### config.mk
export PLATFORM = sky130hd
export DESIGN_NAME = wkps_cell
export DESIGN_NICKNAME = d
export VERILOG_FILES = /design/src/rtl/wkps_pkg.sv /design/src/rtl/wkps_cell.sv
export SDC_FILE = /design/constraint.sdc
export NUM_CORES = 1
export LEC_CHECK = 0
export ABC_AREA = 1
export BUFFER_PORTS_ARGS = -buffer_cell sky130_fd_sc_hd__buf_4
export CAP_MARGIN = 5
export CORE_ASPECT_RATIO = 0.5
export CORE_MARGIN = 2
export CORE_UTILIZATION = 45
export DETAILED_ROUTE_END_ITERATION = 16
export GPL_ROUTABILITY_DRIVEN = 0
export PLACE_DENSITY = 0.89
export RECOVER_POWER = 25
export SLEW_MARGIN = 30
export SYNTH_ARGS = -nofsm -noshare
export SYNTH_HDL_FRONTEND = slang
export SYNTH_SLANG_ARGS = --single-unit
export TNS_END_PERCENT = 20
### constraint.sdc
create_clock -name clk -period 8.9 [get_ports clk]
set_input_delay 0.445 -clock clk [delete_from_list [all_inputs] [get_ports clk]]
set_output_delay 0.445 -clock clk [all_outputs]
set_load 0.01 [all_outputs]
### src/rtl/wkps_pkg.sv
`default_nettype none
package wkps_pkg;

  localparam int IDX_W = 16;
  localparam int PIDX_W = 10;
  localparam int DIST_W = 35;
  localparam int E_W = 17;
  localparam int COORD_W = 16;
  localparam int POINT_W = 5 * COORD_W;
  localparam logic [E_W-1:0] ONE_Q16 = 17'h10000;
  localparam int EXP_STEPS = 12;
  localparam int DRAIN_CYCLES = 8;

  localparam logic [1:0] ACT_CLEAR = 2'd0;
  localparam logic [1:0] ACT_ADD   = 2'd1;
  localparam logic [1:0] ACT_QUERY = 2'd2;

  localparam logic [1:0] REG_K_COUNT   = 2'd0;
  localparam logic [1:0] REG_SHARPNESS = 2'd1;
  localparam logic [1:0] REG_WEIGHT_3D = 2'd2;

  typedef struct packed {
    logic              v;
    logic [DIST_W-1:0] d;
    logic [IDX_W-1:0]  idx;
  } cand_t;

  typedef enum logic [3:0] {
    ST_IDLE, ST_SCAN, ST_DRAIN, ST_WMUL, ST_D1GO, ST_D1WAIT,
    ST_EXP, ST_NGO, ST_NWAIT, ST_EMIT
  } state_t;

  // exp(-2^(j-8)) in Q0.16
  function automatic logic [15:0] exp_factor(input logic [3:0] j);
    logic [15:0] f;
    case (j)
      4'd0: f = 16'd65280;
      4'd1: f = 16'd65026;
      4'd2: f = 16'd64520;
      4'd3: f = 16'd63520;
      4'd4: f = 16'd61565;
      4'd5: f = 16'd57835;
      4'd6: f = 16'd51039;
      4'd7: f = 16'd39750;
      4'd8: f = 16'd24109;
      4'd9: f = 16'd8869;
      4'd10: f = 16'd1200;
      4'd11: f = 16'd22;
      default: f = 16'd0;
    endcase
    return f;
  endfunction

endpackage
`default_nettype wire

### src/rtl/wkps_cell.sv
`default_nettype none
module wkps_cell (
  input  wire logic           clk,
  input  wire logic           rst,
  input  wire logic           clr,
  input  wire logic           en,
  input  wkps_pkg::cand_t     cand,
  input  wire logic           prev_take,
  input  wkps_pkg::cand_t     prev,
  output wkps_pkg::cand_t     cur,
  output logic                take
);

  assign take = en && cand.v && (!cur.v || (cand.d < cur.d));

  always_ff @(posedge clk) begin
    if (rst || clr) begin
      cur.v <= 1'b0;
    end else if (prev_take) begin
      cur <= prev;
    end else if (take) begin
      cur <= cand;
    end
  end

endmodule
`default_nettype wire

**Yosys cells after proc, flatten, opt, wreduce, memory -nomap -nowiden**

Cells that the tools add are included.

- Flip-flop bits (word level): 52
- Input bits: 109
- Output and inout bits: 53

- $lt $le $gt $ge: 1
- Mux-type cells: 2
- Bitwise operators: 1
- Reduce and logical (&&, ||, !) cells: 7

Operators by type and width:

| operator | count |
|---|---|
| $mux W52 | 2 |
| $lt A35 B35 Y1 | 1 |
| $logic_and A1 B1 Y1 | 2 |
| $logic_or A1 B1 Y1 | 2 |
| $reduce_and A2 Y1 | 1 |
| $reduce_bool A2 Y1 | 1 |
| $logic_not A1 Y1 | 1 |
| $not A1 Y1 | 1 |

**Depth between registers and ports, before layout**

- Depth in word-level cells: 5
- Depth in mapped cells: 15

**Least setup slack after synthesis**

OpenSTA, ideal clock, no wires.

- Kind: input-to-reg
- From: in cand[50] in the netlist's numbering
- To: reg cur[0] in the netlist's numbering (enable)
- Setup time: 0.426 ns
- Arrival time: 2.857 ns
- Data required time: 8.474 ns
- Setup slack: 5.616 ns
- Stages on the path: 11
- Path buffers: 0
- Path through: ha_1 > nand2_2 > nor2_4 > a21boi_1 > nor2_1 > nand2_1 > nor2_1 > nand2_1 > nand2_1 > nand2_2 > a21oi_2

- Word-level cells in the longest chain between the ends: 5

RTL lines:

| what | RTL line | RTL |
|---|---|---|
| start: declaration | wkps_cell.sv:7 | `input wkps_pkg::cand_t cand,` |
| $lt A35 B35 Y1 | wkps_cell.sv:14 | `assign take = en && cand.v && (!cur.v \|\| (cand.d < cur.d));` |
| $logic_or A1 B1 Y1 | wkps_cell.sv:14 |  |
| $logic_and A1 B1 Y1 | wkps_cell.sv:14 |  |
| $reduce_bool A2 Y1 (no line) | -- |  |
| $reduce_and A2 Y1 (no line) | -- |  |
| end signal: assignment | wkps_cell.sv:20 | `cur <= prev;` |
| end signal: assignment | wkps_cell.sv:22 | `cur <= cand;` |
| end: declaration | wkps_cell.sv:10 | `output wkps_pkg::cand_t cur,` |

No other way between the ends.
A chain may end at the register's enable or synchronous reset.

**Worst setup path in the final report**

- From: in prev_take
- To: reg cur[2] in the netlist's numbering (enable)

- Word-level cells in the longest chain between the ends: 2

RTL lines:

| what | RTL line | RTL |
|---|---|---|
| start: declaration | wkps_cell.sv:8 | `input wire logic prev_take,` |
| $reduce_bool A2 Y1 (no line) | -- |  |
| $reduce_and A2 Y1 (no line) | -- |  |

No other way between the ends.

==> impl_metrics.yaml <==
power_and_ir_drop:
  finalPower_mw: 0.6288
  max-vdd-ir-drop_mv: 0.07523
  p_leak_nw: 2.365
  p_per_area_nw_per_um2: 138.5
  switching_share_pct: 24.83
  p_comb_share_pct: 18.9
  seqPwrFrac_pct: 45.4
  p_int_mw: 0.4727
  p_sw_mw: 0.1561
  clkPwrFrac_pct: 35.7
synth:
  ys_warn_count: 0
  synth_top_area_share_pct: 47.57
  syn_nets: 533
  synth_flop_cell: "edfxtp_1"
  yosysMostFrequentCell: "nand2_1"
  synth_top_area_cell: "edfxtp_1"
  synth_seq_cells: 52
  synth_area_leaders: "edfxtp_1, nand2_1, ha_1"
  ys_types: 22
  synth_common_cells: "nand2_1, edfxtp_1, inv_1"
  async_reset_ff_share_pct: 0
  avgSynthCellArea_sq_um: 8.255
  synth_area_sq_um: 3219
  syn_inst: 390
  synth_edf_count: 51
  synth-seq-area-share_pct: 48.19
finish:
  fin_util_pct: 66.70
  fin_nets: 692
  largest-register: "cur"
  syn_to_final_growth_pct: 41.00
  antenna_cells: 0
  final_area_sq_um: 4539
  largest_registers: "cur (52)"
  fillers: 581
  drive_above_1_share_pct: 26.73
  largest_reg_flops: 52
critical_path:
  cpPeakStageDelay_ns: 1.67
  crit_type: "input pin to flip-flop"
  crit_path_top_delay_cell: "clkbuf_1"
  worstPathMaxFanout: 54
  end_kind: "flip-flop"
  cp-startpoint: "prev_take"
  worst-path-buf-inv: 3
  cp.required_ns: 8.87
  worstReg2RegStart: "cur[48]"
  cp_cell_sequence: "clkbuf_1, clkinv_1, a21oi_4, buf_4"
  cp-start-kind: "input pin"
  arrival_ns: 3.99
  crit_family: "buffers and inverters"
route:
  drc: 0
  vias: 3042
  drt-total-wl_mm: 8.687
  drt_iter0_markers: 167
  dr.pass1.iters: 4
  wl_per_cell_um: 13.53
  viasPerCell: 4.738
  antenna_left: 0
floorplanning:
  fp.dieW_um: 123.6
  io_pins: 162
  die-area_sq_um: 7888
  start_util_pct: 47.31
  rows: 21
  fp.dieH_um: 63.81
  core_sq_um: 6805
hold_path:
  holdCritStartpoint: "cand[3]"
  hold_path_class: "input pin to flip-flop"
sta:
  rsz0062_at_grt: "false"
  post-route-min-period_ns: 4.023
  tns_ns: 0
  slew_viol_final: 55
  tightest_slew_ns: 2.405
  fmax_mhz: 248.6
  relSlewSlack_pct: -60.32
  clock_skew_ns: 0.006397
  finalSetupViolCount: 0
  hold_violations: 0
  finalCritPeriodShare_pct: 45.20
global_routing:
  antenna_found_initial: 0
  grt_pass1_wl_mm: 13.74
  grt_use_total_pct: 22.93
  grt_pass1_vias: 2973
  grt_max_degree: 55
  overflow: 0
cts:
  cts_buffer_depth: 2
  clock_latency_ns: 0.30
  clkTransAtPathRegs_ns: 0.07
  cts_setup_buffers: 0
  clock_sinks: 52
  root_buffer: "clkbuf_16"
  cts_buffers: 5
  ctsHoldBuffers: 0
  cts_tree: "built"
  cts_max_level: 2
  cts-resized-gates: 0
job:
  max_cap_violations: 1
placed_design:
  place_area_sq_um: 4518
  hpwl_mm: 6.476
  io_buffers: 161
status:
  violations: "capacitance limit, slew limit"
  status: "complete, but fails checks"
worst reg2reg max path, stage by stage (launching register included):
cell and delay [ns]:
edfxtp_1 0.40, inv_1 0.07, ha_1 0.23, nand2_1 0.11, nor2_4 0.04, a21boi_1 0.12
nor2_1 0.15, nand2_1 0.08, nor2_1 0.12, nand2_1 0.06, nand2_1 0.08, nand2_2 0.08
a21oi_4 0.71, buf_4 0.47
stage by stage:
stage               hold WS [ns]  instances  setup WS, ns
floorplan                 0.5833        390         5.616
finish                    0.4096        642         4.877
detailed placement        0.5761        634         5.723
global route              0.4100        642         4.438
global placement          0.5703        634         5.806
CTS                       0.4077        642         5.789
layout by cell type (no fill, tap or decap), types with 2 or more instances in the layout:
cell	n
nand2_1	197
clkbuf_1	39
ha_1	34
edfxtp_1	51
nor2_4	3
nor2_1	9
nand2_2	6
inv_1	50
o21ai_0	3
clkbuf_16	5
a21boi_1	2
buf_4	124
nor2_2	3
a21oi_1	12
power groups by stage:
stage          registers [mW]  clock network, mW  logic [mW]
6_report                0.286              0.224       0.119
5_1_grt                 0.287              0.236       0.135
2_1_floorplan           0.296                  0      0.0518
3_3_place_gp            0.291                  0       0.118
4_1_cts                 0.286              0.225       0.124
3_5_place_dp            0.291                  0       0.122
area by class of cell:
cell class | instances | area [sq um] | share of cell area (%)
clock buffers | 5 | 125.1 | 2.756
clock inverters | 3 | 42.54 | 0.9372
inverters | 51 | 191.4 | 4.217
multi-input cells | 276 | 1436 | 31.64
flip-flops and latches | 52 | 1551 | 34.18
well taps | 92 | 115.1 | 2.536
repair buffers | 163 | 1077 | 23.73
logic make-up after synthesis:
family | after synthesis | share of synthesized area [%]
fa+ha+maj | 34 | 13.21
buf+inv | 62 | 7.423
simple gates | 222 | 27.63
compound gates | 20 | 3.537
flops | 52 | 48.19
layer usage:
layer	vias to the layer above	GRT usage [%]	part of all wire (%)
met2	76	41.35	53
met3	20	4.286	4.1
li1	1543	-	-
met4	0	10.51	2.5
met5	-	0	0
met1	1403	26.45	40
final timing paths:
| kind | endpoint | slack, ns | cells past startpoint |
|---|---|---|---|
| setup / recovery | cur[2] | 4.88 | 4 |
| setup reg to reg | cur[2] | 5.83 | 13 |
| hold reg to reg | cur[51] | 0.60 | 2 |
| hold / removal | cur[3] | 0.41 | 3 |
Note: power is estimated with default switching activity, not from simulation.
