--- src/rtl/wkps_pkg.sv ---
`default_nettype none
package wkps_pkg;

  localparam int IDX_W = 16;
  localparam int PIDX_W = 10;
  localparam int DIST_W = 35;
  localparam int E_W = 17;
  localparam int COORD_W = 16;
  localparam int POINT_W = 5 * COORD_W;
  localparam logic [E_W-1:0] ONE_Q16 = 17'h10000;
  localparam int EXP_STEPS = 12;
  localparam int DRAIN_CYCLES = 8;

  localparam logic [1:0] ACT_CLEAR = 2'd0;
  localparam logic [1:0] ACT_ADD   = 2'd1;
  localparam logic [1:0] ACT_QUERY = 2'd2;

  localparam logic [1:0] REG_K_COUNT   = 2'd0;
  localparam logic [1:0] REG_SHARPNESS = 2'd1;
  localparam logic [1:0] REG_WEIGHT_3D = 2'd2;

  typedef struct packed {
    logic              v;
    logic [DIST_W-1:0] d;
    logic [IDX_W-1:0]  idx;
  } cand_t;

  typedef enum logic [3:0] {
    ST_IDLE, ST_SCAN, ST_DRAIN, ST_WMUL, ST_D1GO, ST_D1WAIT,
    ST_EXP, ST_NGO, ST_NWAIT, ST_EMIT
  } state_t;

  // exp(-2^(j-8)) in Q0.16
  function automatic logic [15:0] exp_factor(input logic [3:0] j);
    logic [15:0] f;
    case (j)
      4'd0: f = 16'd65280;
      4'd1: f = 16'd65026;
      4'd2: f = 16'd64520;
      4'd3: f = 16'd63520;
      4'd4: f = 16'd61565;
      4'd5: f = 16'd57835;
      4'd6: f = 16'd51039;
      4'd7: f = 16'd39750;
      4'd8: f = 16'd24109;
      4'd9: f = 16'd8869;
      4'd10: f = 16'd1200;
      4'd11: f = 16'd22;
      default: f = 16'd0;
    endcase
    return f;
  endfunction

endpackage
`default_nettype wire

--- src/rtl/wkps_dist.sv ---
`default_nettype none
module wkps_dist (
  input  wire logic                            clk,
  input  wire logic                            rst,
  input  wire logic                            in_v,
  input  wire logic [wkps_pkg::IDX_W-1:0]      in_idx,
  input  wire logic [wkps_pkg::POINT_W-1:0]    point,
  input  wire logic [wkps_pkg::POINT_W-1:0]    target,
  input  wire logic [15:0]                     w3,
  output wkps_pkg::cand_t                      out
);

  localparam int CW = wkps_pkg::COORD_W;

  logic [16:0] ad [5];
  logic [16:0] ad_q [5];
  logic [31:0] sq [5];
  logic [32:0] xy_q;
  logic [33:0] col_q;
  logic [32:0] xy_q2;
  logic [49:0] prod_q;
  logic [3:0] v_p;
  logic [wkps_pkg::IDX_W-1:0] idx_p [4];

  always_comb begin
    logic signed [16:0] df;
    for (int c = 0; c < 5; c++) begin
      df = 17'(signed'(point[c*CW +: CW])) - 17'(signed'(target[c*CW +: CW]));
      ad[c] = df[16] ? 17'(-df) : 17'(df);
    end
  end

  always_ff @(posedge clk) begin
    for (int c = 0; c < 5; c++) begin
      ad_q[c] <= ad[c];
      sq[c] <= 32'(ad_q[c]) * 32'(ad_q[c]);
    end
    xy_q <= 33'(sq[0]) + 33'(sq[1]);
    col_q <= 34'(sq[2]) + 34'(sq[3]) + 34'(sq[4]);
    xy_q2 <= xy_q;
    prod_q <= col_q * w3;
    out.d <= wkps_pkg::DIST_W'(xy_q2) + wkps_pkg::DIST_W'(prod_q[49:16]);
    idx_p[0] <= in_idx;
    idx_p[1] <= idx_p[0];
    idx_p[2] <= idx_p[1];
    idx_p[3] <= idx_p[2];
    out.idx <= idx_p[3];
    if (rst) begin
      v_p <= '0;
      out.v <= 1'b0;
    end else begin
      v_p <= {v_p[2:0], in_v};
      out.v <= v_p[3];
    end
  end

endmodule
`default_nettype wire

--- config.mk ---
export PLATFORM = sky130hd
export DESIGN_NAME = wkps_dist
export DESIGN_NICKNAME = d
export VERILOG_FILES = /design/src/rtl/wkps_pkg.sv /design/src/rtl/wkps_dist.sv
export SDC_FILE = /design/constraint.sdc
export NUM_CORES = 2
export LEC_CHECK = 0
export BUFFER_PORTS_ARGS = -buffer_cell sky130_fd_sc_hd__buf_2
export CORE_ASPECT_RATIO = 1.5
export CORE_MARGIN = 2
export CORE_UTILIZATION = 40
export DETAILED_ROUTE_END_ITERATION = 6
export PLACE_DENSITY_LB_ADDON = 0.2
export SLEW_MARGIN = 20
export SYNTH_ARGS = -nofsm -noshare
export SYNTH_HDL_FRONTEND = slang
export SYNTH_SLANG_ARGS = --single-unit
--- constraint.sdc ---
create_clock -name clk -period 9.45 [get_ports clk]
set_clock_uncertainty 0.1 [all_clocks]
set_input_delay 1.89 -clock clk [delete_from_list [all_inputs] [get_ports clk]]
set_output_delay 1.89 -clock clk [all_outputs]
set_load 0.1 [all_outputs]
# Word-level counts from Yosys, hierarchy flattened
# Memories as Yosys holds them, arrays and structs flattened. A register that Yosys moved wholly into a read port is not among the register bits.
# Index checks and enable logic that the tools add are counted.
[totals]
input_bits = 195
output_inout_bits = 52
ff_bits = 190
elab_cells = 35
memories = 3
ram_bits = 309
[memory_table]
columns = ["memory", "words", "word_bits", "rd", "rd_ports_with_merged_regs", "write_ports", "line_no", "rtl"]
rows = [
  ["sq", 5, 32, 5, 0, 5, "wkps_dist.sv:17", "logic [31:0] sq [5];"],
  ["ad_q", 5, 17, 5, 0, 5, "wkps_dist.sv:16", "logic [16:0] ad_q [5];"],
  ["idx_p", 4, 16, 4, 1, 4, "wkps_dist.sv:23", "logic [wkps_pkg::IDX_W-1:0] idx_p [4];"],
]
[op_classes]
n_mux = 5
n_addsub = 14
multipliers = 6
[op_table]
columns = ["operator", "n"]
rows = [
  ["17-bit by 17-bit multiplier with 32-bit output", 5],
  ["17-bit two-way mux", 5],
  ["17-bit negator", 5],
  ["16-bit by 16-bit subtractor with 17-bit output", 5],
  ["32-bit by 32-bit adder with 33-bit output", 2],
  ["34-bit by 16-bit multiplier with 50-bit output", 1],
  ["33-bit by 34-bit adder with 35-bit output", 1],
  ["33-bit by 32-bit adder with 34-bit output", 1],
]

# Longest topological paths before layout
[depth]
depth_word = 3
ltp_mapped = 26
depth_no_buf = 24

# Worst setup path before layout
# OpenSTA, ideal clock, no wires.
[synth_path]
path_type = "input to register"
start = "input port w3[1]"
end = "register prod_q[46]"
n_path_buf = 2
required_ps = 9278
arrival_ps = 7843
slack_ps = 1435
cell_stages = 24
setup_ps = 72
path_cell_list = "clkbuf_1 > clkbuf_1 > nand2_1 > fa_1 > inv_1 > fa_1 > inv_1 > fa_1 > inv_1 > fa_1 > fa_1 > inv_1 > fa_1 > inv_1 > ha_1 > a21oi_1 > o21ai_0 > a221o_1 > a221o_1 > a221oi_1 > a21oi_1 > or3_1 > a21oi_1 > xnor2_1"
[synth_via]
elab_chain_cells = 1
[synth_lines]
columns = ["element", "line_no", "rtl"]
rows = [
  ["from (decl)", "wkps_dist.sv:9", "input wire logic [15:0] w3,"],
  ["34-bit by 16-bit multiplier with 50-bit output", "wkps_dist.sv:41", "prod_q <= col_q * w3;"],
  ["to (signal assigned)", "wkps_dist.sv:41", ""],
  ["to (decl)", "wkps_dist.sv:21", "logic [49:0] prod_q;"],
]
# No other way between the ends.
# A chain may end at the register's enable or synchronous reset.

# Worst setup path after layout
[layout_path]
start = "input port w3[1]"
end = "register prod_q[49]"
# Same word-level chain as after synthesis.

==> flow_metrics.env <==
export IMPL_status="complete, no violations"
export IMPL_drtIter0Drc=1969
export IMPL_cts_tree="yes"
export IMPL_hp_class="reg2reg"
export IMPL_cts_hold_buf=0
export IMPL_crit_fanout=34
export IMPL_fin_crit_sh=0.875
export IMPL_grt_pass1_vias=60600
export IMPL_cts_root_buf="clkbuf_16"
export IMPL_cp_num_buf_inv=6
export IMPL_die_area_mm2=0.195
export IMPL_syn_area_per_cell_um2=9.23
export IMPL_yosys_area_top_type="fa_1"
export IMPL_cts_buffers=57
export IMPL_core_rowCount=196
export IMPL_worst_setup_path_type="in2reg"
export IMPL_nFillCells=18800
export IMPL_postRouteAntennaNets=0
export IMPL_ys_seq_area_frac=0.129
export IMPL_crit_top_cell="fa_1"
export IMPL_viasPerCell=5.00
export IMPL_path_clk_slew_ps=70
export IMPL_drv_cap=0
export IMPL_hold_viol=0
export IMPL_ios=247
export IMPL_antenna_found_initial=4
export IMPL_cts_resized=0
export IMPL_synth_warning_count=0
export IMPL_synth_most_common_cell="inv_1"
export IMPL_critPathTopFamily="adder cells"
export IMPL_cts_setup_buffers=0
export IMPL_chipWidth_um=361
export IMPL_avgRoutedWirePerCell_um=17.7
export IMPL_dp_cells=10800
export IMPL_clock_fmax_mhz=121
export IMPL_synth_area_top_cells="fa_1 38%, ha_1 13%, dfxtp_1 13%"
export IMPL_routed_wirelength_mm=194
export IMPL_path_cells="buf_2, nand2_1, fa_1, inv_1, fa_1, inv_1, fa_1, inv_1, fa_1, fa_1, inv_1, fa_1, inv_1, ha_1, a21oi_1, o21ai_0, a221o_1, a221o_1, a221oi_1, a21oi_1, nor3_1, nor2_1, a211oi_1"
export IMPL_start_util=0.403
export IMPL_slowest_stage="buf_2"
export IMPL_setup_viol=0
export IMPL_netlist_area_mm2=0.0765
export IMPL_post_route_drc_count=0
export IMPL_layout_nets=10900
export IMPL_synth_edf_count=0
export IMPL_critPathLaunchType="input pin"
export IMPL_drive_gt1_frac=0.0507
export IMPL_grt_ovfl_total=0
export IMPL_synth_ff_type="dfxtp_1"
export IMPL_tightest_slew_ps=1060
export IMPL_cp_arrival_ps=8750
export IMPL_drt_pass1_iter_count=6
export IMPL_syn2layout_area_growth_pct=7.66
export IMPL_clock_path_buffers=3
export IMPL_finalCoreUtilization=0.433
export IMPL_async_reset_ff_frac=0
export IMPL_vias=54700
export IMPL_drv_slew=0
export IMPL_port_buffers=246
export IMPL_maxSlewHeadroom=0.289
export IMPL_gp_congestion=0.896
export IMPL_grt_max_degree=35
export IMPL_dp_hpwl_mm=163
export IMPL_fin_crit_ps=8270
export IMPL_clock_sinks=494
export IMPL_setup_tns_ps=0
export IMPL_htree_levels=2
export IMPL_grt_pass1_wl_mm=313
export IMPL_rsz0062_at_grt="false"
export IMPL_track_usage=0.203
export IMPL_required_ps=9930
export IMPL_synth_top_area_frac=0.379
export IMPL_die_h_um=540
export IMPL_netlist_top_cells_count="2,000 x inv_1, 1,448 x fa_1, 818 x nand2_1"
export IMPL_synthCells=8286
export IMPL_ys_seq_elements=494
export IMPL_core_area_mm2=0.190
export IMPL_fin_cells=10900
export IMPL_slowest_delay_ps=620
export IMPL_clk_insertion_delay_late_ps=710
export IMPL_end_kind="flip-flop"
export IMPL_ys_types=76
-- worst reg2reg max path, stage by stage (launching register included) --
cell and delay, ps:
dfxtp_1 920, nand2_1 210, fa_1 540, inv_1 60, fa_1 530, inv_1 50
fa_1 500, inv_1 50, fa_1 440, fa_1 510, inv_1 50, fa_1 470
inv_1 40, ha_1 330, a21oi_1 150, o21ai_0 180, a221o_1 340, a221o_1 350
a221oi_1 390, a21oi_1 240, nor3_1 370, nor2_1 130, a211oi_1 260
-- layout make-up --
| cell class | instances | area [um^2] | area share |
|---|---|---|---|
| sequential | 494 | 9890 | 0.120 |
| timing repair buffer | 276 | 1460 | 0.0177 |
| clock buffer | 67 | 1520 | 0.0185 |
| inverter | 2000 | 7510 | 0.0912 |
| multi-input combinational | 5592 | 58400 | 0.709 |
| clock inverter | 38 | 510 | 0.00620 |
| antenna | 5 | 12.5 | 0.000152 |
| tap | 2475 | 3100 | 0.0376 |
-- cell families after synthesis --
group	after synthesis	share of synthesized area
other	1	0.0000490
AOI/OAI and AO/OA	906	0.0762
adders and majority gates	2251	0.510
DFF	494	0.129
muxes	14	0.00198
xor gates and xnor gates	415	0.0475
buffers and inverters	2202	0.108
and+or+nand+nor	2003	0.127
-- path summary, 6_finish.rpt --
kind | startpoint | to | slack (ps) | depth (start not counted)
worst min register to register | idx_p[0][12] | idx_p[1][12] | 220 | 0
worst min-delay path | idx_p[0][12] | idx_p[1][12] | 220 | 0
worst max-delay path | w3[1] | prod_q[49] | 1180 | 23
worst max register to register | col_q[29] | prod_q[49] | 2140 | 22
-- routing by layer --
metal	routed length, um	global-route usage
met1	71200	0.217
met2	108000	0.401
met3	5050	0.0152
met4	9280	0.0904
met5	0	0
-- through the flow --
step | area, um^2 | worst slack (ps) | hold slack, ps
6_report | 82400 | 1180 | 222
3_5_place_dp | 80300 | 484 | 212
4_1_cts | 82300 | 1190 | 221
2_1_floorplan | 76500 | 1430 | 210
5_1_grt | 82300 | 781 | 231
3_3_place_gp | 80300 | 574 | 210
-- flip-flops by register name (all words and copies together) (netlist names) --
signal and count:
v_p 4, ad_q 85, out 52, sq 155, xy_q2 33, col_q 34, prod_q 34, xy_q 33
idx_p 64
-- cells in the final DEF (no fill, tap or decap), types with 8 or more instances in the layout --
cell / instances
o211ai_1: 17
fa_1: 1448
ha_1: 803
and3_1: 29
a21o_1: 114
nor2_1: 274
a41oi_1: 9
a21oi_1: 262
nand2_1: 818
o31a_1: 11
nand3_1: 70
o21a_1: 69
nor4_1: 17
or2_2: 30
inv_1: 2000
o21bai_1: 37
mux2_2: 9
xnor2_1: 295
and2_1: 487
o31ai_1: 21
a2111oi_0: 15
or3_1: 23
o311ai_0: 8
clkbuf_16: 57
a211oi_1: 39
a21boi_0: 11
buf_4: 30
xor2_1: 120
nor3_1: 77
o21ai_0: 176
nor2b_1: 72
nand4_1: 28
buf_2: 246
dfxtp_1: 494
nand2b_1: 42
a31oi_1: 41
o41ai_1: 8
Power is left out: the tool's default activity adds up to more than one toggle a clock period on the data nets, which glitch-free logic cannot reach.
