**config.mk**
```make
export PLATFORM = sky130hd
export DESIGN_NAME = wkps_div
export DESIGN_NICKNAME = d
export VERILOG_FILES = /design/src/rtl/wkps_div.sv
export SDC_FILE = /design/constraint.sdc
export NUM_CORES = 1
export LEC_CHECK = 0
export BUFFER_PORTS_ARGS = -buffer_cell sky130_fd_sc_hd__buf_2
export CAP_MARGIN = 20
export CORE_MARGIN = 4
export CORE_UTILIZATION = 60
export DETAILED_ROUTE_END_ITERATION = 12
export PLACE_DENSITY_LB_ADDON = 0.3
export SLEW_MARGIN = 10
export SYNTH_ARGS = -nofsm -noshare
export SYNTH_HDL_FRONTEND = slang
export SYNTH_SLANG_ARGS = --single-unit
export TNS_END_PERCENT = 30
```
**constraint.sdc**
```tcl
create_clock -name clk -period 6.3 [get_ports clk]
set_input_delay 0.63 -clock clk [delete_from_list [all_inputs] [get_ports clk]]
set_output_delay 0.63 -clock clk [all_outputs]
set_load 0.01 [all_outputs]
```
**src/rtl/wkps_div.sv**
```systemverilog
`default_nettype none
module wkps_div #(
  parameter int NW = 52,
  parameter int DW = 35,
  parameter int QW = 13
) (
  input  wire logic          clk,
  input  wire logic          rst,
  input  wire logic          start,
  input  wire logic [NW-1:0] num,
  input  wire logic [DW-1:0] den,
  output logic [QW-1:0]      quo,
  output logic               sat,
  output logic               done
);

  localparam int W = (NW > DW + QW) ? NW : DW + QW;
  localparam int CNW = $clog2(QW + 1);

  logic [W-1:0] rem;
  logic [W-1:0] dsh;
  logic [CNW-1:0] cnt;
  logic ge;

  assign ge = rem >= dsh;

  always_ff @(posedge clk) begin
    if (start) begin
      rem <= W'(num);
      dsh <= W'(den) << (QW - 1);
      sat <= W'(num) >= (W'(den) << QW);
    end else if (cnt != '0) begin
      if (ge) begin
        rem <= rem - dsh;
      end
      dsh <= dsh >> 1;
      quo <= {quo[QW-2:0], ge};
    end
  end

  always_ff @(posedge clk) begin
    if (rst) begin
      cnt <= '0;
      done <= 1'b0;
    end else begin
      done <= (cnt == CNW'(1));
      if (start) begin
        cnt <= CNW'(QW);
      end else if (cnt != '0) begin
        cnt <= cnt - 1'b1;
      end
    end
  end

endmodule
`default_nettype wire
```
* After elaboration in Yosys (flattened, before gate mapping) *
Index checks and enable logic that the tools add are counted.

storage, ports and cells
  input bits = 90
  memories = 0
  logic and storage cells = 27
  bits in writable memories = 0
  bits in read-only memories = 0
  register bits after elaboration = 118
  bits in latches = 0

cells by class
  add/sub/neg operators = 2
  shift operators = 0
  bitwise gates (word level) = 1
  muxes and demuxes = 7
  equality and inequality tests = 1
  $mul = 0
  div/mod/pow operators = 0
  reductions and logical operators = 6
  $lt $le $gt $ge = 2

operators by type and width
  cell                                                                count
  52-bit two-way mux                                                  3
  47-bit two-way mux                                                  2
  52-bit by 47-bit >= comparator with 1-bit output                    1
  52-bit by 48-bit >= comparator with 1-bit output                    1
  52-bit by 47-bit subtractor with 52-bit output                      1
  4-bit two-way mux                                                   2
  4-bit by 1-bit == test with 1-bit output, second input constant     1
  2-bit AND reduction                                                 2
  2-bit nonzero test                                                  2
  4-bit nonzero test                                                  1
  4-bit by 1-bit subtractor with 4-bit output, second input constant  1
  2-bit OR reduction                                                  1
  1-bit inverter                                                      1

* Depth between registers and ports, before layout *
Gate-level depths: netlist of run 1.

  depth after elaboration = 4
  depth in mapped cells = 12
  gate-level depth less buffers = 12

* Worst setup path before layout of run 1 *
OpenSTA, ideal clock, no wires.

  path kind = reg2reg
  start point = register rem[0]
  end point = register rem[0] (enable)
  buffers on the path = 0
  library setup time = 480 ps
  period minus slack after synthesis = 3719 ps
  stages on the path, launching flop included = 13
  setup slack = 2581 ps
  arrival time = 3239 ps
  data required time = 5820 ps
  cells stage by stage = edfxtp_1 inv_1 ha_1 inv_1 fa_1 a21o_1 a221oi_2 o211a_1 nor4_1 o21ai_0 a21oi_1 or3_1 a21o_1

between the ends
  longest elaborated chain between the ends = 3

ends and longest elaborated chain
  what                                              RTL line  source
  start, declared                                   20        logic [W-1:0] rem;
  start signal, assigned                            29        rem <= W'(num);
  start signal, assigned                            34        rem <= rem - dsh;
  52-bit by 47-bit >= comparator with 1-bit output  25        assign ge = rem >= dsh;
  named net ge                                      23        logic ge;
  2-bit nonzero test (no line)                      -
  2-bit AND reduction (no line)                     -

The timed path passes the listed nets, and every way through them passes these cells.
A chain may end at the register's enable or synchronous reset.

* Worst setup path after layout of run 1 *
  start point = register rem[0]
  end point = register rem[2] (enable)

Same word-level chain as after synthesis.

==> results.py, run 1 <==
metrics = {
    "cts": {
        "path_clk_slew_ps": 50,
        "cts_htree_levels": 4,
        "clk_latency_ps": 420,
        "ctsRootBufferMaster": "clkbuf_16",
        "cts_tree": "yes",
        "cts_buffers": 17,
        "post_cts_buffers": 0,
        "post_cts_resized": 0,
        "clock_path_buffers": 2,
        "cts-hold-fix-buffers": 0,
        "cts_sinks": 118,
    },
    "timing": {
        "clock-skew-final_ps": 7.833,
        "max_slew_margin_pct": 47.01,
        "maxSlewViolCount": 0,
        "setup_viol_count_final": 0,
        "worstMarginPinSlew_ps": 783.8,
        "max_freq_mhz": 251.7,
        "timing.final.crit_share_pct": 63.06,
        "rsz0062_at_grt": "false",
        "setup_tns_ps": 0,
        "min_period_ps": 3973,
        "hold_viol": 0,
    },
    "drt": {
        "drtIter0Drc": 670,
        "routed_wl_um": 22190,
        "wl_per_cell_um": 17.04,
        "remaining_drc_errors": 0,
        "drtAntennaViolNets": 0,
        "vias_per_cell": 6.072,
        "num_vias": 7906,
        "drt_pass1_iterations": 6,
    },
    "hold_path": {
        "min_path_type": "input pin to flip-flop",
        "min_path_cells": 2,
        "min_to": "cnt[3]",
        "min-delay-start": "rst",
    },
    "power": {
        "max-vdd-ir-drop_mv": 0.3201,
        "leakage_nw": 4.417,
        "powerDensity_nw_per_um2": 456.0,
    },
    "synth": {
        "synthMostInstantiatedCell": "nand2_1",
        "synth_edf_count": 101,
        "ys_async_sr_fraction_pct": 0,
        "synth.top_cell.area_share_pct": 34.03,
        "synth_area_leaders": "edfxtp_1 34%, ha_1 12%, nand2_1 6.0%",
        "synth_cell_types": 63,
        "yosysSeqAreaShare_pct": 37.84,
        "netlist_area_um2": 8914,
        "synthFlopType": "edfxtp_1",
        "synth_nets": 1201,
        "synth_top_cell_by_area": "edfxtp_1",
        "yosys-top-cells-count": "143 x nand2_1, 104 x inv_1, 101 x edfxtp_1",
        "syn_inst": 1026,
        "ys_ff_latch": 118,
        "syn_avg_cell_area_um2": 8.688,
        "yosysWarnings": 0,
    },
    "placed_design": {
        "post_dp_cell_area_um2": 9515,
        "port_buffers": 104,
        "place_hpwl_um": 16540,
        "post-place-cells": 1269,
        "gp_congestion": 0.9069,
    },
    "die": {
        "die_width_um": 129.9,
        "start_util_pct": 61.33,
        "die_h_um": 129.9,
        "row_count": 44,
        "fp.coreArea_um2": 14530,
        "pin_count": 105,
        "dieArea_um2": 16870,
    },
    "critical_path": {
        "start_kind": "flip-flop",
        "reg2reg_slack_ps": 2330,
        "rr_startpoint": "rem[0]",
        "cp_max_fo": 35,
        "worstPathRequired_ps": 6420,
        "critPathBufInv": 3,
        "crit_path_top_delay_cell": "fa_1",
        "cp_top_family": "compound AO/OA/AOI/OAI gates",
        "path_class": "flip-flop to flip-flop",
        "cpPeakStageDelay_ps": 390,
        "worstPathCellList": "inv_1 -> ha_1 -> inv_1 -> fa_1 -> a21o_1 -> a221oi_2 -> o211a_1 -> nor4_1 -> o21ai_0 -> a21oi_1 -> or3_1 -> a21o_2 -> buf_4",
        "crit_top_cell": "inv_1",
        "arrival_ps": 4090,
        "rr_worst_depth": 13,
        "path_depth": 13,
        "end_kind": "flip-flop",
        "r2r_end": "rem[2]",
    },
    "global_routing": {
        "grt_antenna_before_repair": 0,
        "track_usage_pct": 26.96,
        "grt_first_pass_wirelength_um": 36150,
        "grt.overflow.total": 0,
        "grt_max_degree": 90,
        "grt_pass1_vias": 7462,
    },
    "final_layout": {
        "design_area_um2": 10050,
        "fin_cells": 1302,
        "fin_nets": 1280,
        "syn_to_final_growth_pct": 12.70,
        "diodes": 0,
        "drive_gt1_share_pct": 13.77,
    },
    "run_status": {
        "status": "completed",
    },
    "flow_run": {
        "drv_cap": 0,
    },
}
## cell families after synthesis
kind of cell    after synthesis  synth area share, %
compound gates              325                23.58
xor+xnor                     37                3.636
mux                           2               0.2386
flops                       118                37.84
buf+inv                     155                6.653
simple gates                304                16.03
fa+ha+maj                    85                12.02
## flip-flops by register name, summed over array words and instances (netlist names)
| signal | flops |
|---|---|
| rem | 52 |
| sat | 1 |
| quo | 13 |
| done | 1 |
| cnt | 4 |
| dsh | 47 |
## metrics by stage
step | worst slack [ps] | hold slack, ps | utilization, % | power, mW
after floorplan | 2581 | 435.6 | - | 3.111
after global placement | 2431 | 424.6 | 65.47 | 3.615
after detailed placement | 2351 | 429.0 | 65.47 | 3.652
after CTS | 2339 | 428.0 | 69.07 | 4.543
after global routing | 2041 | 446.0 | 69.12 | 4.914
final | 2327 | 439.5 | 69.12 | 4.581
## how the worst max path moves through the flow
stage	end	startpoint	slack, ps
2_1_floorplan	rem[0]	rem[0]	2580
3_3_place_gp	rem[6]	rem[0]	2430
3_5_place_dp	rem[7]	rem[0]	2350
4_1_cts	rem[16]	rem[0]	2340
5_1_grt	rem[10]	dsh[9]	2040
6_report	rem[2]	rem[0]	2330
## cells in the final DEF, fill, tap and decap left out, types with 11 or more instances in the layout
| cell | synthesis | layout |
|---|---|---|
| o21bai_1 | 11 | 11 |
| buf_2 | 9 | 103 |
| o31ai_1 | 42 | 42 |
| nand4_1 | 21 | 21 |
| clkbuf_16 | 0 | 17 |
| nor2_1 | 45 | 45 |
| a21oi_1 | 89 | 89 |
| ha_1 | 84 | 84 |
| nand3_1 | 15 | 15 |
| xnor2_1 | 22 | 22 |
| nand2_1 | 143 | 143 |
| edfxtp_1 | 101 | 101 |
| nor3_1 | 20 | 20 |
| dfxtp_1 | 17 | 17 |
| a21o_1 | 48 | 47 |
| o21ai_0 | 71 | 71 |
| inv_1 | 104 | 104 |
| xor2_1 | 15 | 15 |
## layout make-up
cell class	count	area (µm²)
clock buffer	22	464.2
clock inverter	10	58.81
fill	1211	4488
inverter	104	390.4
multi-input combinational	753	4954
sequential	118	3373
tap	184	230.2
timing repair buffer	111	575.6
## power breakdown
group          internal, mW  switching, mW
Sequential             1.14         0.0868
Combinational         0.964           1.53
Clock                 0.516          0.344
Total                  2.62           1.97
## metal layers
layer / global-route usage [%] / wire length [µm] / vias to the layer above
met5: 0 / 0 / -
met3: 5.690 / 1319 / 28
met1: 35.41 / 9640 / 3724
met2: 45.71 / 10890 / 250
li1: - / - / 3904
met4: 6.968 / 338 / 0
No activity file was read; power rests on OpenSTA's default activity.
==> inputs of run 2 (changes only) <==
--- a/config.mk
+++ b/config.mk
@@ -5,10 +5,11 @@
 export SDC_FILE = /design/constraint.sdc
 export NUM_CORES = 1
 export LEC_CHECK = 0
+export ABC_AREA = 1
 export BUFFER_PORTS_ARGS = -buffer_cell sky130_fd_sc_hd__buf_2
 export CAP_MARGIN = 20
 export CORE_MARGIN = 4
-export CORE_UTILIZATION = 60
+export CORE_UTILIZATION = 55
 export DETAILED_ROUTE_END_ITERATION = 12
 export PLACE_DENSITY_LB_ADDON = 0.3
 export SLEW_MARGIN = 10
==> constraint.sdc (replaced) <==
create_clock -name clk -period 3.59 [get_ports clk]
set_input_delay 0.359 -clock clk [delete_from_list [all_inputs] [get_ports clk]]
set_output_delay 0.359 -clock clk [all_outputs]
set_load 0.01 [all_outputs]
==> run 2 against run 1 <==
Against the previous run:
- clock power increased by 110%
- area after synthesis increased by 14%
- synthesized cell count increased by 49%
- worst setup slack got worse by 1500 ps
- die area increased by 22%
- critical path type unchanged
==> results.py, run 2 <==
metrics = {
    "final_layout": {
        "largest_register_ffs": 52,
        "syn_to_final_growth_pct": 13.95,
        "fin_nets": 1807,
        "drive_gt1_share_pct": 12.04,
        "final_core_util_pct": 64.08,
        "fin_cells": 1874,
        "final_cell_mix": "543 x nand2_1, 324 x inv_1, 104 x buf_2, 101 x edfxtp_1, 91 x nand3_1",
        "diodes": 0,
        "top_regs": "rem: 52 flops, dsh: 47 flops, quo: 13 flops",
        "regMostFlops": "rem",
        "final_common_cell": "nand2_1",
    },
    "synth": {
        "synth_edf_count": 101,
        "ys_ff_latch": 118,
        "yosys.area_share.simple_pct": 33.32,
        "synth_top_cell_by_area": "edfxtp_1",
        "syn_avg_cell_area_um2": 6.651,
        "synthFlopType": "edfxtp_1",
        "synth_nets": 1699,
        "synth_top_family_by_area": "simple AND/OR/NAND/NOR gates",
        "synth_compound_area_share_pct": 8.406,
        "synth_area_leaders": "edfxtp_1 30%, nand2_1 20%, inv_1 12%",
        "ys_async_sr_fraction_pct": 0,
        "yosysSeqAreaShare_pct": 33.28,
        "synth_xor_area_share_pct": 1.210,
        "netlist_area_um2": 10140,
        "yosys-top-cells-count": "545 x nand2_1, 324 x inv_1, 101 x edfxtp_1",
        "synth_cell_types": 43,
        "synthMostInstantiatedCell": "nand2_1",
        "synth_fa_ha_area_share_pct": 10.57,
        "synth.top_cell.area_share_pct": 29.92,
        "synthMuxAreaShare_pct": 0,
        "yosysWarnings": 0,
        "syn_inst": 1524,
    },
    "timing": {
        "worstMarginPinSlew_ps": 919.3,
        "hold_viol": 0,
        "fin_ws_ps": 848.4,
        "setup_viol_count_final": 0,
        "timing.final.crit_share_pct": 76.37,
        "rsz0062_at_grt": "false",
        "max_freq_mhz": 364.7,
        "clock-skew-final_ps": 7.898,
        "maxSlewViolCount": 0,
        "setup_tns_ps": 0,
        "whs_ps": 108.0,
        "min_period_ps": 2742,
        "max_slew_margin_pct": 38.62,
    },
    "die": {
        "die_width_um": 143.8,
        "fp.coreArea_um2": 18020,
        "pin_count": 105,
        "dieArea_um2": 20670,
        "die_h_um": 143.8,
        "row_count": 49,
        "start_util_pct": 56.23,
    },
    "drt": {
        "drtIter0Drc": 704,
        "remaining_drc_errors": 0,
        "drt_pass1_iterations": 5,
        "wl_per_cell_um": 16.05,
        "routed_wl_um": 30080,
        "drtAntennaViolNets": 0,
        "num_vias": 9864,
        "vias_per_cell": 5.264,
    },
    "critical_path": {
        "worstPathCellList": "inv_1 -> ha_1 -> inv_1 -> fa_1 -> nand2_1 -> nand3_1 -> and2_1 -> nand2_1 -> nand3b_2 -> nand2_2 -> nand2_1 -> nand2_1 -> nand2_2 -> nand2_1 -> nand2_2 -> buf_12",
        "end_kind": "flip-flop",
        "cp_max_fo": 52,
        "crit_top_cell": "nand2_1",
        "cpPeakStageDelay_ps": 430,
        "rr_worst_depth": 16,
        "path_class": "flip-flop to flip-flop",
        "start_kind": "flip-flop",
        "rr_startpoint": "rem[0]",
        "arrival_ps": 2890,
        "crit_path_top_delay_cell": "fa_1",
        "crit_path_start": "rem[0]",
        "worstPathRequired_ps": 3740,
    },
    "cts": {
        "cts_htree_levels": 4,
        "ctsRootBufferMaster": "clkbuf_16",
        "clock_path_buffers": 2,
        "cts_buffers": 17,
        "path_clk_slew_ps": 60,
        "post_cts_buffers": 0,
        "post_cts_resized": 0,
        "cts_sinks": 118,
        "clk_latency_ps": 430,
        "cts-hold-fix-buffers": 0,
        "cts_tree": "yes",
    },
    "placed_design": {
        "place_hpwl_um": 23870,
        "dpl_worst_slack_ps": 928.1,
        "post-place-cells": 1842,
        "port_buffers": 104,
        "gp_congestion": 1.021,
    },
    "run_status": {
        "status": "completed",
    },
    "hold_path": {
        "min_path_cells": 2,
        "min_path_type": "input pin to flip-flop",
        "min-delay-start": "rst",
    },
    "power": {
        "powerDensity_nw_per_um2": 794.2,
        "leakage_nw": 6.293,
        "max-vdd-ir-drop_mv": 0.6525,
    },
    "flow_run": {
        "drv_cap": 0,
    },
    "global_routing": {
        "grt_max_degree": 67,
        "grt.overflow.total": 0,
        "grt_first_pass_wirelength_um": 47620,
        "grt_antenna_before_repair": 0,
        "track_usage_pct": 29.72,
        "grt_pass1_vias": 9245,
    },
}
==> run 2: cell count changes after synthesis, sizes merged, moves of 14 or more <==
| cell | before | now |
|---|---|---|
| a21o | 48 | 1 |
| clkbuf | 37 | 12 |
| o21ai | 71 | 27 |
| nor2 | 45 | 93 |
| xnor2 | 22 | 8 |
| nand2 | 143 | 562 |
| a21oi | 90 | 63 |
| inv | 104 | 332 |
| nand3 | 15 | 94 |
| o22ai | 4 | 45 |
| o31ai | 42 | 1 |
==> run 2: path summary, 6_finish.rpt <==
check	slack, ps	end
setup / recovery	850	rem[38]
hold / removal	110	cnt[2]
setup reg to reg	850	rem[38]
hold reg to reg	450	quo[12]
==> run 2: layer usage <==
metal  vias up  share of wire, %  GRT usage, %
met3        43               6.0         4.426
met4         0               1.8         7.086
met5         -                 0             0
met2       326                46         49.22
li1       5028                 -             -
met1      4467                46         41.20
==> run 2: final cells by class <==
cell class | count | area (µm²)
timing repair buffer | 109 | 583.1
clock inverter | 9 | 111.4
tap | 229 | 286.5
clock buffer | 23 | 510.5
multi-input combinational | 1051 | 5428
inverter | 335 | 1257
fill | 1690 | 6475
sequential | 118 | 3373
==> run 2: stage by stage <==
step | total power, mW | instance area, µm²
after global placement | 7.167 | 10910
final | 9.173 | 11550
after CTS | 9.106 | 11550
after global routing | 9.962 | 11550
after detailed placement | 7.243 | 10930
after floorplan | 5.835 | 10140
==> run 2: power breakdown <==
part / leakage, nW / internal [mW] / switching (mW)
combinational: 4.79 / 1.69 / 3.56
clock: 0.302 / 1.15 / 0.680
sequential: 1.20 / 1.96 / 0.134
total: 6.29 / 4.80 / 4.38
==> run 2: worst max-delay path: cells and delay by family, from the launching register on <==
family / cells / cell delay (ps)
DFF: 1 / 370
buffers and inverters: 3 / 370
adders and majority gates: 2 / 560
and+or+nand+nor: 11 / 1110
==> run 2: cells by family (layout without fill, tap and decap cells) <==
kind of cell,Yosys count,count (layout)
adder cells (fa/ha/maj),85,85
AND/OR/NAND/NOR,801,801
XOR/XNOR,14,14
AO/OA/AOI/OAI,151,151
flip-flops,118,118
buffers and inverters,355,476
